--- src/rvt_pkg.sv ---
// Shared types and constants for the ray voxel traversal block.
`timescale 1ns / 1ps
package rvt_pkg;

  localparam int COORD_W = 32;  // width of points, voxel size and emitted keys
  localparam int KEY_W   = 34;  // internal key width, holds any floor quotient plus walk
  localparam int T_W     = 64;  // ray parameter width
  localparam int CNT_W   = 7;   // cell counter and clamped budget, holds 64

  localparam int DEF_MAX_CELLS      = 64;
  localparam int DEF_RAY_PARAM_FRAC = 32;

  // One axis of a set-up ray
  typedef struct packed {
    logic signed [KEY_W-1:0] key;
    logic signed [KEY_W-1:0] endk;
    logic [T_W-1:0]          tmax;
    logic [T_W-1:0]          tdel;
    logic                    up;
    logic                    down;
  } rvt_axis_t;

  // Request handed from setup to walker
  typedef struct packed {
    rvt_axis_t [2:0]  ax;
    logic [CNT_W-1:0] budget;
  } rvt_ray_t;

endpackage

--- src/rvt_queue.sv ---
// Two-entry queue of set-up rays between setup and walker.
`timescale 1ns / 1ps
module rvt_queue (
  input  logic              clk,
  input  logic              rst_n,
  input  logic              push,
  input  rvt_pkg::rvt_ray_t din,
  output logic              full,
  input  logic              pop,
  output rvt_pkg::rvt_ray_t dout,
  output logic              valid
);
  import rvt_pkg::*;

  rvt_ray_t   mem_r [2];
  logic       wp_r, rp_r;
  logic [1:0] cnt_r;

  assign full  = (cnt_r == 2'd2);
  assign valid = (cnt_r != 2'd0);
  assign dout  = mem_r[rp_r];

  always_ff @(posedge clk) begin
    if (push) mem_r[wp_r] <= din;
  end

  always_ff @(posedge clk) begin
    if (!rst_n) begin
      wp_r  <= 1'b0;
      rp_r  <= 1'b0;
      cnt_r <= 2'd0;
    end else begin
      if (push) wp_r <= ~wp_r;
      if (pop) rp_r <= ~rp_r;
      cnt_r <= cnt_r + 2'(push) - 2'(pop);
    end
  end

endmodule

--- config.mk ---
export PLATFORM = sky130hd
export DESIGN_NAME = rvt_queue
export DESIGN_NICKNAME = d
export VERILOG_FILES = /design/src/rvt_pkg.sv /design/src/rvt_queue.sv
export SDC_FILE = /design/constraint.sdc
export NUM_CORES = 1
export LEC_CHECK = 0
export BUFFER_PORTS_ARGS = -buffer_cell sky130_fd_sc_hd__buf_2
export CAP_MARGIN = 20
export CORE_AREA = 10 10 456 458
export DETAILED_ROUTE_END_ITERATION = 10
export DIE_AREA = 0 0 466 468
export PLACE_DENSITY_LB_ADDON = 0.25
export SYNTH_ARGS = -nofsm -noshare
export SYNTH_HDL_FRONTEND = slang
export SYNTH_SLANG_ARGS = --single-unit
--- constraint.sdc ---
create_clock -name clk -period 33.2 [get_ports clk]
set_input_delay 4.98 -clock clk [delete_from_list [all_inputs] [get_ports clk]]
set_output_delay 4.98 -clock clk [all_outputs]
set_load 0.005 [all_outputs]
==> out/metrics.csv, run 1 <==
stage,metric,value,unit
sta,min_period,10.93,ns
detailed_routing,wl_per_cell,25.2,microns
global_route,antenna_found_initial,128,
critical_path,cp.required,28.22,ns
detailed_routing,viasPerCell,3.94,
power_and_ir_drop,p_leak,20.6,nW
global_route,grt_overflow,0,
power_and_ir_drop,p_switching,0.824,mW
clock_network,clkSinkCount,1207,
die,dieHeight,468,microns
global_route,grt_pass1_vias,24600,
critical_path,worstSetupPathType,reg -> out,
critical_path,worstReg2RegStart,wp_r,
clock_network,cts_hold_buf,0,
clock_network,cts-resized-gates,0,
cells_and_area,seq_area,36200,sq um
die,core-area,199000,sq um
detailed_routing,wl_met3,18.2,mm
clock_network,post-cts-setup-buffers,0,
detailed_routing,wl_met2,72.4,mm
cells_and_area,syn_to_final_growth,30.0,%
critical_path,endpoint_kind,output pin,
clock_network,clock_path_buffers,3,
yosys,syn_area_per_cell,23.2,sq um
yosys,synthDistinctLibCells,13,
sta,hold_viol,0,
die,dieArea,218000,sq um
cells_and_area,drive_gt1_share,61.2,%
power_and_ir_drop,seq_power_share,50.0,%
die,initial_core_util,22.0,%
detailed_routing,met1_length,56.4,mm
critical_path,start_kind,flop,
yosys,seq_area_frac_synth,82.6,%
yosys,syn_nets,2498,
sta,timing.fmax,0.0915,GHz
min_path,hp-class,reg -> reg,
die,io_pins,1208,
critical_path,arrival,5.95,ns
cells_and_area,nNetsFinal,3803,
sta,relSlewSlack,2.71,%
global_route,grt_pass1_wl,201,mm
clock_network,cts_tree,built,
critical_path,crit_fanout,158,
sta,fin_skew,0.0325,ns
detailed_routing,wirelength,151,mm
sta,setup_violations,0,
sta,fin_tns_setup,0,ns
sta,rsz0062_at_grt,false,
yosys,ys_ff_latch,1207,
flow_run,cap_violations,0,
detailed_routing,drt_iter0_drc,1494,
power_and_ir_drop,peakVddDrop,0.0000393,V
detailed_routing,drc,0,
sta,period_share,32.9,%
power_and_ir_drop,comb_power_share,9.8,%
placed_design,hpwl,115,mm
power_and_ir_drop,p_int,2.74,mW
global_route,track_usage,13.1,%
cells_and_area,multi_input_area,6900,sq um
power_and_ir_drop,power_frac_clock,40.3,%
clock_network,cts_root_buf,clkbuf_16,
clock_network,worstSkewPairLatency,0.78,ns
placed_design,place.gp.congestion,0.817,
status,status,"complete, no violations",
detailed_routing,first_pass_iters,4,
detailed_routing,num_vias,23600,
cells_and_area,fillerInstances,19900,
power_and_ir_drop,swShare,23.1,%
sta,slew_viol_final,0,
critical_path,rrSetupSlack,27.88,ns
critical_path,endpoint,dout[473],
detailed_routing,maxUsedRoutingLayer,met5,
yosys,postSynthCellCount,1891,
detailed_routing,ant_nets,0,
global_route,grt_max_degree,159,
clock_network,cts-buffers-inserted,137,
power_and_ir_drop,p_per_area,62.6,nW/um^2
critical_path,reg2reg_depth,6,
clock_network,cts_max_level,4,
sta,worstMarginPinSlew,1.46,ns
critical_path,reg2reg_to,mem_r[1][434],
die,num_rows,164,
placed_design,dp.cells,5713,
yosys,synth_area,43800,sq um
cells_and_area,fin_util,28.7,%
placed_design,io_buffers,1207,
yosys,yosys_warnings,0,
cells_and_area,stdcell_count,5983,
die,die_w,466,microns
clock_network,path_clk_slew,0.06,ns
placed cells by master, fill, tap and decap left out, types with 3 or more instances in the layout:
cell / n
and2_1: 3
inv_16: 3
dfxtp_1: 4
inv_6: 5
clkbuf_1: 31
buf_2: 1207
clkinv_2: 18
clkinv_1: 32
edfxtp_1: 1202
diode_2: 27
mux2_2: 601
buf_4: 23
clkinv_4: 3
bufinv_16: 6
clkbuf_16: 140
buf_12: 3
nor2b_1: 3
stage by stage:
| stage | cell area (sq um) | setup WS (ns) | total power [mW] | hold slack [ns] |
|---|---|---|---|---|
| finish | 57000 | 22.27 | 3.57 | 0.580 |
| CTS | 56900 | 21.93 | 3.63 | 0.584 |
| detailed placement | 52700 | 22.80 | 2.18 | 0.570 |
| floorplan | 43800 | 0.523 | 2.04 | 0.555 |
| global placement | 52700 | 22.86 | 2.17 | 0.567 |
| global route | 57000 | 21.78 | 3.72 | 0.611 |
flip-flops by register name (all words and copies together) (netlist names), named ones only:
name	count
mem_r	1202
cnt_r	2
rp_r	1
wp_r	1
how the worst min path moves through the flow:
stage | start | end | slack, ns | cells after the start
6_report | rp_r | rp_r | 0.58 | 2
5_1_grt | rp_r | rp_r | 0.61 | 2
4_1_cts | rp_r | rp_r | 0.58 | 2
3_5_place_dp | rp_r | rp_r | 0.57 | 2
3_3_place_gp | rp_r | rp_r | 0.57 | 2
2_1_floorplan | rp_r | flop | 0.55 | 2
power groups by stage:
stage	Clock, mW	Sequential (mW)	Combinational (mW)
2_1_floorplan	0	1.87	0.168
3_3_place_gp	0	1.82	0.358
3_5_place_dp	0	1.82	0.360
4_1_cts	1.49	1.78	0.361
5_1_grt	1.55	1.79	0.379
6_report	1.44	1.78	0.348
metal layers:
| layer | global-route usage (%) | up-vias |
|---|---|---|
| met5 | 0 | - |
| met4 | 3.12 | 58 |
| met3 | 7.13 | 365 |
| met2 | 21.8 | 1117 |
| met1 | 14.5 | 11800 |
| li1 | - | 10300 |
synth_stat cells:
cell type	instances	share of area [%]
and2_1	4	0.057
buf_2	1	0.011
buf_6	66	1.7
dfxtp_1	5	0.23
edfxtp_1	1202	82
ha_1	2	0.057
inv_1	2	0.017
mux2_2	601	15
nor2b_1	4	0.057
o21a_1	1	0.017
or2_2	1	0.014
xnor3_1	1	0.051
xor2_1	1	0.020
area by class of cell:
type / count / area share (%)
Multi-Input combinational cell: 615 / 12.1
Inverter: 2 / 0.0132
Tap cell: 2656 / 5.83
Timing Repair Buffer: 1233 / 11.0
Clock inverter: 72 / 1.09
Antenna cell: 27 / 0.119
Sequential cell: 1207 / 63.5
Clock buffer: 171 / 6.35
worst max-delay path: stages (launching register included):
cell and delay (ns):
dfxtp_4 0.62, buf_12 0.46, buf_4 0.82, buf_4 0.86, buf_4 0.74, buf_4 0.69
mux2_2 0.42, buf_2 0.13
kinds of logic after synthesis:
| family | synth area share, % |
|---|---|
| compound gates | 0.0171 |
| xor+xnor | 0.0714 |
| fa+ha+maj | 0.0571 |
| buf+inv | 1.72 |
| flops | 82.6 |
| mux | 15.4 |
| simple gates | 0.128 |
Power figures use the tool's default switching activity.
==> run 2: changes to the inputs <==
- clock period: 33.2 -> 11.25 ns (I/O delays scaled with it)
==> run 2 against run 1 <==
Against the previous run:
- sequential share of layout area hardly changed
- final cell count hardly changed
- clock-buffer cell count rose by 3
- combinational power grew to 3.0 times the previous value
- clock power grew to 2.9 times the previous value
- largest power group unchanged
==> out/metrics.csv, run 2 (synthesis results as in run 1) <==
stage,metric,value,unit,change
critical_path,rrSetupSlack,7.86,ns,-20.02 ns
detailed_routing,wl_per_cell,24.5,microns,-2.6%
cells_and_area,layout_commonest_cell,buf_2,,
detailed_routing,num_vias,23400,,-0.83%
clock_network,cts_hold_buf,0,,unchanged
clock_network,worstSkewPairLatency,0.77,ns,about the same
flow_run,cap_violations,0,,unchanged
die,initial_core_util,22.0,%,unchanged
detailed_routing,wirelength,147,mm,-2.7%
sta,worstMarginPinSlew,1.09,ns,-0.369 ns
die,die_w,466,microns,unchanged
die,num_rows,164,,unchanged
sta,period_share,47.2,%,
critical_path,cp.required,9.56,ns,-18.66 ns
detailed_routing,drt_iter0_drc,1333,,-11%
sta,timing.fmax,0.188,GHz,
sta,layout_setup_ws,5.94,ns,-16.33 ns
die,io_pins,1208,,unchanged
die,dieHeight,468,microns,unchanged
cells_and_area,largest_register_ffs,1202,,unchanged
sta,relSlewSlack,27.3,%,+25 points
critical_path,worstSetupPathType,reg -> out,,
power_and_ir_drop,p_leak,20.6,nW,-0.19%
clock_network,clock_path_buffers,3,,unchanged
critical_path,cpPeakStageDelay,0.78,ns,-0.08 ns
clock_network,clkSinkCount,1207,,unchanged
critical_path,slowest_stage,buf_4,,
detailed_routing,viasPerCell,3.91,,-0.80%
sta,rsz0062_at_grt,false,,
status,status,"complete, no violations",,
global_route,grt_pass1_wl,196,mm,-2.4%
global_route,track_usage,12.7,%,-0.34 points
placed_design,place.gp.congestion,0.814,,-0.29%
cells_and_area,drive_gt1_share,61.0,%,-0.13 points
clock_network,cts-buffers-inserted,139,,+1.5%
clock_network,cts-resized-gates,0,,unchanged
critical_path,arrival,3.62,ns,-2.33 ns
sta,setup_violations,0,,unchanged
detailed_routing,drc,0,,unchanged
cells_and_area,stdcell_count,5981,,-0.033%
global_route,antenna_found_initial,133,,+3.9%
global_route,grt_max_degree,142,,-11%
placed_design,io_buffers,1207,,unchanged
cells_and_area,reg_top3,"mem_r (1202), cnt_r (2)",,
critical_path,start_kind,flop,,
clock_network,post-cts-setup-buffers,0,,unchanged
die,core-area,199000,sq um,unchanged
placed_design,dp.cells,5709,,-0.070%
detailed_routing,first_pass_iters,5,,+1
critical_path,endpoint_kind,output pin,,
cells_and_area,nNetsFinal,3801,,-0.053%
clock_network,path_clk_slew,0.06,ns,about the same
global_route,grt_overflow,0,,unchanged
global_route,grt_pass1_vias,24500,,-0.53%
cells_and_area,fillerInstances,19900,,+0.055%
min_path,hp-class,reg -> reg,,
placed_design,hpwl,109,mm,-5.1%
detailed_routing,ant_nets,0,,unchanged
sta,min_period,5.31,ns,
clock_network,cts_max_level,4,,unchanged
critical_path,path_cells,buf_12 -> buf_4 -> mux2_2 -> buf_2,,
placed_design,dp_slack,6.39,ns,-16.41 ns
sta,fin_tns_setup,0,ns,unchanged
cells_and_area,layout_common_cells,"1207 x buf_2, 1202 x edfxtp_1, 601 x mux2_2, 140 x clkbuf_16, 36 x clkinv_1",,
clock_network,cts_root_buf,clkbuf_16,,
clock_network,cts_tree,built,,
sta,fin_skew,0.0187,ns,-0.0138 ns
cells_and_area,regMostFlops,mem_r,,
critical_path,crit_fanout,104,,-34%
sta,slew_viol_final,0,,unchanged
die,dieArea,218000,sq um,unchanged
power_and_ir_drop,p_per_area,184,nW/um^2,+190%
power_and_ir_drop,peakVddDrop,0.000113,V,+190%
sta,hold_viol,0,,unchanged
cells_and_area,syn_to_final_growth,30.1,%,about the same
[run 2: cell count changes in the layout (fill, tap and decap cells not counted), moves of 4 or more]
| cell | previous run | this run |
|---|---|---|
| clkinv_16 | 2 | 7 |
| clkinvlp_4 | 1 | 5 |
| clkinv_1 | 32 | 36 |
| buf_12 | 3 | 8 |
| diode_2 | 27 | 23 |
| buf_4 | 23 | 14 |
| bufinv_16 | 6 | 0 |
[run 2: final cells by class]
class | count | area [sq um] | area share, %
flip-flops and latches | 1207 | 36200 | 63.5
multi-input cells | 615 | 6900 | 12.1
repair buffers | 1229 | 6310 | 11.1
clock buffers | 174 | 3650 | 6.40
well taps | 2656 | 3320 | 5.83
clock inverters | 75 | 574 | 1.01
diodes | 23 | 57.6 | 0.101
inverters | 2 | 7.51 | 0.0132
[run 2: metal layers]
layer	GRT usage (%)	part of all wire (%)	routed length, microns
met2	21.3	48	70600
met3	7.20	12	17800
met4	2.90	2.0	2980
met5	0	0.37	545
met1	14.0	37	54800
[run 2: critical path: cells and delay by family (launching register included)]
kind     cells  cell delay, ns
flops        1            0.63
buf+inv      3            1.40
mux          1            0.46
[run 2: worst paths after layout]
check	to	cells after the start	startpoint
max	dout[203]	4	flop
min	rp_r	2	rp_r
max reg2reg	mem_r[0][406]	4	wp_r
min reg2reg	rp_r	2	rp_r
[run 2: power breakdown]
part           internal [mW]  switching (mW)  total, mW  leakage [nW]
clock                   2.33            1.86       4.18          2.03
sequential              5.21          0.0458       5.26          11.3
combinational          0.460           0.567       1.03          7.21
[run 2: metrics by stage]
step	hold WS (ns)	utilization (%)	total power, mW	area (sq um)
3_3_place_gp	0.567	26.5	6.40	52700
6_report	0.581	28.7	10.5	57000
2_1_floorplan	0.555	-	5.90	43800
5_1_grt	0.624	28.7	10.9	57000
3_5_place_dp	0.573	26.5	6.41	52700
4_1_cts	0.584	28.6	10.7	57000
==> run 3: changes to the inputs <==
- clock period: 11.25 -> 5.2 ns (I/O delays scaled with it)
==> run 3 against run 2 <==
Against the previous run:
- critical endpoint is now dout[420]
- register-to-register slack worse by 4.9 ns
- via count up 0.86%
- sequential power up 120%
==> out/metrics.csv, run 3 (synthesis results as in run 1) <==
stage,metric,value,unit,change
critical_path,start_kind,flop,,
cells_and_area,regMostFlops,mem_r,,
placed_design,dpl_cell_area,53100,sq um,+0.67%
clock_network,cts-buffers-inserted,138,,-0.72%
cells_and_area,syn_to_final_growth,31.2,%,
cells_and_area,multi_input_area,6900,sq um,unchanged
global_route,track_usage,13.2,%,+0.50 points
cells_and_area,layout_commonest_cell,buf_2,,
sta,min_period,3.67,ns,
critical_path,worstSetupPathType,reg -> out,,
min_path,hp-class,in -> reg,,
power_and_ir_drop,peakVddDrop,0.000247,V,+120%
sta,period_share,70.6,%,
status,status,"complete, no violations",,
cells_and_area,final_cell_area,57500,sq um,+0.87%
detailed_routing,wirelength,152,mm,+3.8%
clock_network,clock_path_buffers,3,,unchanged
die,initial_core_util,22.0,%,unchanged
critical_path,crit_fanout,108,,+3.8%
critical_path,cp.required,4.42,ns,-5.14 ns
detailed_routing,wl_per_cell,25.3,microns,+3.2%
clock_network,cts-resized-gates,0,,unchanged
power_and_ir_drop,p_switching,5.30,mW,+110%
clock_network,path_clk_slew,0.06,ns,about the same
sta,slew_viol_final,0,,unchanged
power_and_ir_drop,p_int,17.6,mW,+120%
power_and_ir_drop,swShare,23.1,%,-0.46 points
power_and_ir_drop,power_frac_clock,40.5,%,+0.5 points
sta,relSlewSlack,35.8,%,+8.5 points
placed_design,io_buffers,1207,,unchanged
sta,worstMarginPinSlew,0.963,ns,-0.128 ns
cells_and_area,seq_area,36200,sq um,unchanged
sta,timing.fmax,0.272,GHz,
die,die_w,466,microns,unchanged
clock_network,cts_hold_buf,0,,unchanged
detailed_routing,num_vias,23600,,+0.86%
cells_and_area,layout_common_cells,"1207 x buf_2, 1202 x edfxtp_1, 601 x mux2_2, 138 x clkbuf_16, 37 x buf_4",,
cells_and_area,largest_register_ffs,1202,,unchanged
critical_path,endpoint_kind,output pin,,
die,dieArea,218000,sq um,unchanged
clock_network,cts_root_buf,clkbuf_16,,
placed_design,place.gp.congestion,0.805,,-1.1%
global_route,grt_pass1_vias,24700,,+0.83%
cells_and_area,drive_gt1_share,61.6,%,+0.55 points
detailed_routing,ant_nets,0,,unchanged
sta,setup_violations,0,,unchanged
global_route,antenna_found_initial,158,,+19%
clock_network,clkSinkCount,1207,,unchanged
cells_and_area,reg_top3,"mem_r (1202), cnt_r (2)",,
clock_network,cts_max_level,4,,unchanged
detailed_routing,viasPerCell,3.92,,+0.24%
detailed_routing,wl_met3,19.4,mm,+8.9%
die,io_pins,1208,,unchanged
power_and_ir_drop,seq_power_share,49.7,%,-0.5 points
cells_and_area,fillerInstances,20000,,+0.085%
global_route,grt_pass1_wl,202,mm,+2.8%
flow_run,cap_violations,0,,unchanged
sta,rsz0062_at_grt,false,,
power_and_ir_drop,comb_power_share,9.9,%,about the same
sta,fin_hold_ws,0.185,ns,-0.396 ns
detailed_routing,wl_met2,70.8,mm,+0.29%
die,dieHeight,468,microns,unchanged
clock_network,post-cts-setup-buffers,0,,unchanged
detailed_routing,drt_iter0_drc,1405,,+5.4%
power_and_ir_drop,p_leak,20.8,nW,+1.2%
global_route,grt_overflow,0,,unchanged
die,core-area,199000,sq um,unchanged
die,num_rows,164,,unchanged
critical_path,arrival,2.89,ns,-0.73 ns
detailed_routing,first_pass_iters,5,,unchanged
detailed_routing,maxUsedRoutingLayer,met5,,
sta,hold_viol,0,,unchanged
detailed_routing,drc,0,,unchanged
power_and_ir_drop,p_per_area,398,nW/um^2,+120%
cells_and_area,nNetsFinal,3832,,+0.82%
sta,fin_skew,0.0198,ns,+0.00114 ns
placed_design,hpwl,116,mm,+7.0%
clock_network,cts_tree,built,,
clock_network,worstSkewPairLatency,0.78,ns,about the same
detailed_routing,met1_length,56.5,mm,+3.0%
global_route,grt_max_degree,118,,-17%
[run 3: cell count changes in the layout (fill, tap and decap cells not counted), moves of 2 or more]
cell       change
diode_2       +13
buf_4         +23
clkinv_1       -2
buf_12         +9
clkinv_8       +2
inv_6          -2
bufinv_16      +8
clkbuf_1       -7
clkbuf_8       -2
clkbuf_16      -2
clkinv_4       -2
[run 3: final timing paths]
kind | depth (start not counted) | to | slack [ns] | from
hold reg to reg | 2 | flop | 0.57 | rp_r
hold / removal | 1 | mem_r[1][529] | 0.18 | din[529]
setup / recovery | 3 | dout[420] | 1.53 | flop
setup reg to reg | 3 | mem_r[0][398] | 2.98 | wp_r
[run 3: cell type report]
class,instances,share of cell area [%]
well taps,2656,5.78
diodes,36,0.157
inverters,2,0.0131
clock buffers,163,6.17
clock inverters,78,1.37
multi-input cells,615,12.0
repair buffers,1261,11.6
flip-flops and latches,1207,62.9
[run 3: routing by layer]
| metal | GRT usage, % | vias up |
|---|---|---|
| li1 | - | 10300 |
| met1 | 14.4 | 11600 |
| met2 | 21.2 | 1144 |
| met3 | 7.82 | 390 |
| met4 | 4.69 | 100 |
| met5 | 0.110 | - |
[run 3: power groups by stage]
stage | sequential, mW | combinational [mW] | clock, mW
5_1_grt | 11.4 | 2.46 | 9.98
2_1_floorplan | 11.7 | 1.07 | 0
3_5_place_dp | 11.6 | 2.33 | 0
3_3_place_gp | 11.6 | 2.32 | 0
6_report | 11.4 | 2.26 | 9.28
4_1_cts | 11.4 | 2.34 | 9.62
[run 3: critical path, stage by stage, from the launching register on]
cell and delay [ns]:
dfxtp_4 0.81, buf_12 0.50, mux2_2 0.42, buf_2 0.14
[run 3: stage by stage]
stage	util [%]	setup WS [ns]	TNS [ns]	std cells	total power, mW
finish	28.9	1.53	0	6018	22.9
global route	28.9	1.33	0	5996	23.9
CTS	28.9	1.35	0	5982	23.3
detailed placement	26.7	2.23	0	5741	13.9
global placement	26.7	2.25	0	5741	13.9
floorplan	-	-4.99	-5044.63	1891	12.8
